[config.mk]
export PLATFORM = sky130hd
export DESIGN_NAME = scancode_to_ascii_translator_unit
export DESIGN_NICKNAME = d
export VERILOG_FILES = /design/src/rtl/sat_pkg.sv /design/src/rtl/sat_xlate.sv /design/src/rtl/scancode_to_ascii_translator_unit.sv
export SDC_FILE = /design/constraint.sdc
export NUM_CORES = 1
export LEC_CHECK = 0
export BUFFER_PORTS_ARGS = -buffer_cell sky130_fd_sc_hd__buf_2
export CAP_MARGIN = 20
export CORE_MARGIN = 4
export CORE_UTILIZATION = 55
export CTS_CLUSTER_SIZE = 24
export DETAILED_ROUTE_END_ITERATION = 6
export PLACE_DENSITY_LB_ADDON = 0.1
export SLEW_MARGIN = 0
export SYNTH_ARGS = -nofsm -noshare
export SYNTH_HDL_FRONTEND = slang
export SYNTH_HIERARCHICAL = 1
export SYNTH_SLANG_ARGS = --single-unit
[constraint.sdc]
create_clock -name clk -period 9.3 [get_ports clk]
set_input_delay 1.86 -clock clk [delete_from_list [all_inputs] [get_ports clk]]
set_output_delay 1.86 -clock clk [all_outputs]
set_load 0.005 [all_outputs]
[src/rtl/sat_pkg.sv]
// Package: types, key codes and character table for the scancode translator.
package sat_pkg;

	localparam logic [7:0] PREFIX_BYTE = 8'hE0;
	localparam logic [7:0] TABLE_END   = 8'h3B;
	localparam logic [7:0] K_LSHIFT    = 8'h2A;
	localparam logic [7:0] K_RSHIFT    = 8'h36;
	localparam logic [7:0] K_CTRL      = 8'h1D;
	localparam logic [7:0] K_ALT       = 8'h38;
	localparam logic [7:0] K_CAPS      = 8'h3A;
	localparam logic [7:0] K_BACKTICK  = 8'h29;

	localparam logic [6:0] CH_LOWER_A = 7'h61;
	localparam logic [6:0] CH_LOWER_L = 7'h6C;
	localparam logic [6:0] CH_LOWER_U = 7'h75;

	typedef struct packed {
		logic ctrl;
		logic shift;
		logic alt;
		logic caps;
		logic prefix;
	} sat_flags_t;

	// Keys whose second column follows shift alone (digits, punctuation).
	function automatic logic shift_only_key(input logic [7:0] b);
		return (b < 8'h0E) || (b == K_BACKTICK) || (b == 8'h1A) || (b == 8'h1B) ||
			(b == 8'h2B) || (b == 8'h27) || (b == 8'h28) || (b == 8'h33) ||
			(b == 8'h34) || (b == 8'h35);
	endfunction

	// Returns the character for a table row and column; zero for modifiers.
	function automatic logic [6:0] char_lookup(input logic [5:0] idx, input logic col);
		logic [13:0] pair;
		case (idx)
			6'd1:  pair = {7'h1B, 7'h1B};
			6'd2:  pair = {7'h31, 7'h21};
			6'd3:  pair = {7'h32, 7'h40};
			6'd4:  pair = {7'h33, 7'h23};
			6'd5:  pair = {7'h34, 7'h24};
			6'd6:  pair = {7'h35, 7'h25};
			6'd7:  pair = {7'h36, 7'h5E};
			6'd8:  pair = {7'h37, 7'h26};
			6'd9:  pair = {7'h38, 7'h2A};
			6'd10: pair = {7'h39, 7'h28};
			6'd11: pair = {7'h30, 7'h29};
			6'd12: pair = {7'h2D, 7'h5F};
			6'd13: pair = {7'h3D, 7'h2B};
			6'd14: pair = {7'h08, 7'h08};
			6'd15: pair = {7'h09, 7'h09};
			6'd16: pair = {7'h71, 7'h51};
			6'd17: pair = {7'h77, 7'h57};
			6'd18: pair = {7'h65, 7'h45};
			6'd19: pair = {7'h72, 7'h52};
			6'd20: pair = {7'h74, 7'h54};
			6'd21: pair = {7'h79, 7'h59};
			6'd22: pair = {7'h75, 7'h55};
			6'd23: pair = {7'h69, 7'h49};
			6'd24: pair = {7'h6F, 7'h4F};
			6'd25: pair = {7'h70, 7'h50};
			6'd26: pair = {7'h5B, 7'h7B};
			6'd27: pair = {7'h5D, 7'h7D};
			6'd28: pair = {7'h0D, 7'h0D};
			6'd30: pair = {7'h61, 7'h41};
			6'd31: pair = {7'h73, 7'h53};
			6'd32: pair = {7'h64, 7'h44};
			6'd33: pair = {7'h66, 7'h46};
			6'd34: pair = {7'h67, 7'h47};
			6'd35: pair = {7'h68, 7'h48};
			6'd36: pair = {7'h6A, 7'h4A};
			6'd37: pair = {7'h6B, 7'h4B};
			6'd38: pair = {7'h6C, 7'h4C};
			6'd39: pair = {7'h3B, 7'h3A};
			6'd40: pair = {7'h27, 7'h22};
			6'd41: pair = {7'h60, 7'h7E};
			6'd43: pair = {7'h5C, 7'h7C};
			6'd44: pair = {7'h7A, 7'h5A};
			6'd45: pair = {7'h78, 7'h58};
			6'd46: pair = {7'h63, 7'h43};
			6'd47: pair = {7'h76, 7'h56};
			6'd48: pair = {7'h62, 7'h42};
			6'd49: pair = {7'h6E, 7'h4E};
			6'd50: pair = {7'h6D, 7'h4D};
			6'd51: pair = {7'h2C, 7'h3C};
			6'd52: pair = {7'h2E, 7'h3E};
			6'd53: pair = {7'h2F, 7'h3F};
			6'd55: pair = {7'h2A, 7'h2A};
			6'd57: pair = {7'h20, 7'h20};
			default: pair = 14'h0000;
		endcase
		return col ? pair[6:0] : pair[13:7];
	endfunction

endpackage

[src/rtl/sat_xlate.sv]
// Translation logic: one scan byte plus current flags to a character and next flags.
module sat_xlate
	import sat_pkg::*;
(
	input  logic [7:0]  scan_byte,
	input  sat_flags_t  flags,
	output sat_flags_t  flags_next,
	output logic        emit,
	output logic [6:0]  ch
);

	logic       ext;
	logic       in_table;
	logic       col;
	logic [6:0] ch_raw;
	logic [7:0] mk;

	assign ext = flags.prefix;
	assign mk  = {1'b0, scan_byte[6:0]};

	always_comb begin
		in_table = ext ? ((scan_byte == K_CTRL) || (scan_byte == K_ALT))
			: ((scan_byte != 8'h00) && (scan_byte < TABLE_END));
		col = (shift_only_key(scan_byte) && !ext) ? flags.shift : (flags.shift ^ flags.caps);
		ch_raw = char_lookup(scan_byte[5:0], col);
		ch = ch_raw;
		if (flags.ctrl && ((ch_raw == CH_LOWER_L) || (ch_raw == CH_LOWER_U))) begin
			ch = ch_raw - CH_LOWER_A;
		end
	end

	always_comb begin
		flags_next = flags;
		emit = 1'b0;
		if (scan_byte == PREFIX_BYTE) begin
			flags_next.prefix = 1'b1;
		end else begin
			flags_next.prefix = 1'b0;
			if (scan_byte[7]) begin
				if (mk == K_CTRL) begin
					flags_next.ctrl = 1'b0;
				end else if (!ext && ((mk == K_LSHIFT) || (mk == K_RSHIFT))) begin
					flags_next.shift = 1'b0;
				end else if (mk == K_ALT) begin
					flags_next.alt = 1'b0;
				end
			end else if (in_table) begin
				if (ch != 7'h00) begin
					emit = 1'b1;
				end else if (scan_byte == K_CTRL) begin
					flags_next.ctrl = 1'b1;
				end else if (!ext && ((scan_byte == K_LSHIFT) || (scan_byte == K_RSHIFT))) begin
					flags_next.shift = 1'b1;
				end else if (scan_byte == K_ALT) begin
					flags_next.alt = 1'b1;
				end else if (!ext && (scan_byte == K_CAPS)) begin
					flags_next.caps = ~flags.caps;
				end
			end
		end
	end

endmodule

[src/rtl/scancode_to_ascii_translator_unit.sv]
// Top level: set-1 scan byte to ASCII translator with modifier tracking.
// Each scan byte is registered on entry, translated in the following cycle against the
// ctrl, shift, alt, caps lock and 0xE0-prefix flags, and the character (if any) lands in
// the output register, which drives ascii_char. One item is taken every cycle, but a
// held result stalls the input only while the byte in the input register makes one too.
// Bytes that give no character (prefixes, breaks, modifiers, unknown codes) only update
// the flags and never wait on out_ready.
module scancode_to_ascii_translator_unit
	import sat_pkg::*;
(
	input  logic       clk,
	input  logic       arst_n,
	input  logic       in_valid,
	output logic       in_ready,
	input  logic [7:0] scan_byte,
	output logic       out_valid,
	input  logic       out_ready,
	output logic [6:0] ascii_char
);

	logic       valid_s1;
	logic [7:0] byte_s1;
	sat_flags_t flags_q;
	sat_flags_t flags_next;
	logic       emit;
	logic [6:0] ch;
	logic       out_valid_q;
	logic [6:0] ascii_char_q;
	logic       out_free;
	logic       s1_done;

	sat_xlate u_xlate (
		.scan_byte  (byte_s1),
		.flags      (flags_q),
		.flags_next (flags_next),
		.emit       (emit),
		.ch         (ch)
	);

	assign out_free  = !out_valid_q || out_ready;
	assign s1_done   = valid_s1 && (!emit || out_free);
	assign in_ready  = !valid_s1 || s1_done;
	assign out_valid = out_valid_q;
	assign ascii_char = ascii_char_q;

	always_ff @(posedge clk or negedge arst_n) begin
		if (!arst_n) begin
			valid_s1 <= 1'b0;
			flags_q <= '0;
			out_valid_q <= 1'b0;
		end else begin
			if (in_ready) begin
				valid_s1 <= in_valid;
			end
			if (s1_done) begin
				flags_q <= flags_next;
			end
			if (s1_done && emit) begin
				out_valid_q <= 1'b1;
			end else if (out_ready) begin
				out_valid_q <= 1'b0;
			end
		end
	end

	always_ff @(posedge clk) begin
		if (in_ready && in_valid) begin
			byte_s1 <= scan_byte;
		end
		if (s1_done && emit) begin
			ascii_char_q <= ch;
		end
	end

endmodule

==> metrics.md <==
| Metric | Value |
|---|---|
| Cell Rows | `24` |
| Vias/cell | `around 6.6` |
| Unrepaired setup endpoints after global routing | `false` |
| Area Overhead vs Synth | `3.016%` |
| Fin. Hold Viols | `0` |
| DP Cell Count | `359` |
| Hold WC Path Type | `reg -> reg` |
| Critical path peak fanout | `19` |
| I/O pins | `21` |
| TritonCTS Sinks | `21` |
| Vias | `2,412` |
| Finished Layout Cells | `363` |
| # diodes | `0` |
| Mapped cell area | `2572 um2` |
| Die Span Y | `76.39 um` |
| Filler cell count | `389` |
| Slew Limit Headroom | `about a third` |
| Leakage | `0.9948 nW` |
| GRT busiest layer | `met2` |
| DP Area | `2604 um2` |
| Worst Tran Pin Value | `0.9798 ns` |
| Post-Syn Nets | `~340` |
| Post-cts resize count | `0` |
| Antenna violations before repair | `0` |
| DRC | `0` |
| Cells on worst reg2reg path | `12` |
| WHS | `0.5981 ns` |
| Worst path cell trace | `inv_1 > ha_1 > nor2_1 > a2111oi_4 > nor3_1 > nor4b_4 > mux2_4 > a211oi_1 > nand4_1 > and2_1 > nand4b_1 > buf_2` |
| Die area | `about 5800 um2` |
| Multi-input gate area | `around 1800 um2` |
| CTS HTree Levels | `1` |
| Die W | `76.39 um` |
| # nets final | `between 300 and 400` |
| Cell depth of the worst setup path | `12` |
| Status | `finished clean` |
| Fin util | `between 50% and 60%` |
| Routing usage on met1 | `32.25%` |
| Met3 usage | `4.492%` |
| TritonCTS clock tree | `built` |
| M2 GR Usage | `35.15%` |
| Avg Inst Size Synth | `8.245 um2` |
| Pwr dens | `120.7 nW/um2` |
| Tcrit/Tclk final | `between 60% and 70%` |
| Clock buffer depth | `2` |
| Initial core utilization | `57.88%` |
| DRT antenna net count | `0` |
| Max-slew violation count | `0` |
| Tmin final | `6.412 ns` |
| PortBufs | `20` |
| Detailed Route WL | `about 6.7 mm` |
| Crit-path slowest cell | `edfxtp_1` |
| Number of CTS-inserted buffers | `3` |
| All-Layer GR Usage | `approximately 23%` |
| Vias in the first global route | `~2.3k` |
| Avg WL per Cell | `18.35 um` |
| First-pass GRT wire length | `11.07 mm` |
| Peak supply drop | `72.13 uV` |
| Reg clk slew, reported paths | `roughly 0.080 ns` |
| Post-Syn Instances | `312` |
| Largest net degree at the start of global routing | `60` |
| Critical Path AT | `4.55 ns` |
| Setup Viol. Count Final | `0` |
| WS Path Type | `reg -> out` |
| Layout cell share with drive strength beyond 1 | `15.76%` |
| Final GP Congestion | `0.9300` |
| Setup Buffers After CTS | `0` |
| Detail Placement HPWL | `just under 5 mm` |
| Fmax | `0.1560 GHz` |
| CP peak stage delay | `~0.65 ns` |
| Clock skew | `0.006888 ns` |
| Startpoint types | `flop` |
| Hold buffer count at cts | `0` |
| Worst skew pair latency | `0.26 ns` |
| Synth warnings | `6` |
| Setup crit end kind | `output pin` |
| CP Buf/Inv Count | `2` |
| DRT Pass-1 Iters | `6` |
| Total Neg Setup Slack | `0 ns` |
| 1st-iter DRT viols | `288` |
| Crit-path leading delay family | `simple AND/OR/NAND/NOR gates` |
| CORE AREA | `4444 um2` |
| CTS root buf | `clkbuf_8` |
| FF/Latch Area | `approximately 600 um2` |
| GRT overflow | `0` |
| Fin area | `2650 um2` |
| Worst EP required | `7.44 ns` |
| Max Cap Viol | `0` |
| Hold Path Depth | `2` |
metal layers:
metal,part of all wire [%],vias to the layer above
met5,0,-
met4,2.3,0
met3,6.4,14
met2,46,93
met1,45,1144
li1,-,1161
cell usage in the layout, fill, tap and decap left out, types with 4 or more instances in the layout:
cell type / count
a211oi_1: 11
a21oi_1: 18
a221oi_1: 4
a31oi_1: 4
buf_2: 20
dfrtp_1: 6
edfxtp_1: 15
ha_1: 13
inv_1: 14
mux2i_1: 8
nand2_1: 19
nand2b_1: 11
nand3_1: 6
nand3b_1: 5
nand4b_1: 5
nor2_1: 26
nor2b_1: 8
nor3_1: 6
nor4_1: 4
o211ai_2: 4
o21ai_0: 29
xnor2_1: 4
metrics by stage:
step / worst slack [ns] / power (mW)
after CTS: 2.955 / 0.3194
final: 2.888 / 0.3198
after global placement: 3.482 / 0.2580
after global routing: 2.543 / 0.3415
after floorplan: 4.099 / 0.2363
after detailed placement: 3.232 / 0.2609
where the power goes:
group | leakage, nW | switching [mW] | internal, mW
Combinational | 0.748 | 0.0789 | 0.0574
Sequential | 0.221 | 0.0139 | 0.111
Clock | 0.0255 | 0.0289 | 0.0298
layout make-up:
type                    count  share of cell area, %
multi-input cells         248                  66.53
flip-flops and latches     21                  22.66
repair buffers             22                  4.344
well taps                  52                  2.455
inverters                  16                  2.266
clock buffers               3                  1.558
clock inverters             1                 0.1889
path summary, 6_finish.rpt:
| check | to | slack, ns | start |
|---|---|---|---|
| max | in_ready | 2.89 | byte_s1[1]$_DFFE_PP_ |
| min | flags_q[4]$_DFFE_PN0P_ | 0.60 | flags_q[4]$_DFFE_PN0P_ |
| max reg2reg | ascii_char[2]$_DFFE_PP_ | 4.39 | byte_s1[1]$_DFFE_PP_ |
| min reg2reg | flags_q[4]$_DFFE_PN0P_ | 0.60 | flags_q[4]$_DFFE_PN0P_ |
| max in group asynchronous | flags_q[0]$_DFFE_PN0P_ | 7.73 | arst_n |
| min in group asynchronous | out_valid$_DFFE_PN0P_ | 1.41 | arst_n |
state kept, by name, summed over array words and instances (netlist names):
name and flops:
byte_s1 8, ascii_char 7, flags_q 4, out_valid 1, valid_s1 1
worst reg2reg max path: stages, from the launching register on:
cell and delay (ns):
edfxtp_1 0.65, inv_1 0.33, ha_1 0.62, nor2_1 0.16, a2111oi_4 0.43, nor3_1 0.14, nor4b_4 0.65, mux2i_1 0.37
nor2_1 0.11, nand4_1 0.17, and2_1 0.29, nand2_1 0.12, a21oi_1 0.52
(Power assumes the default switching activity.)
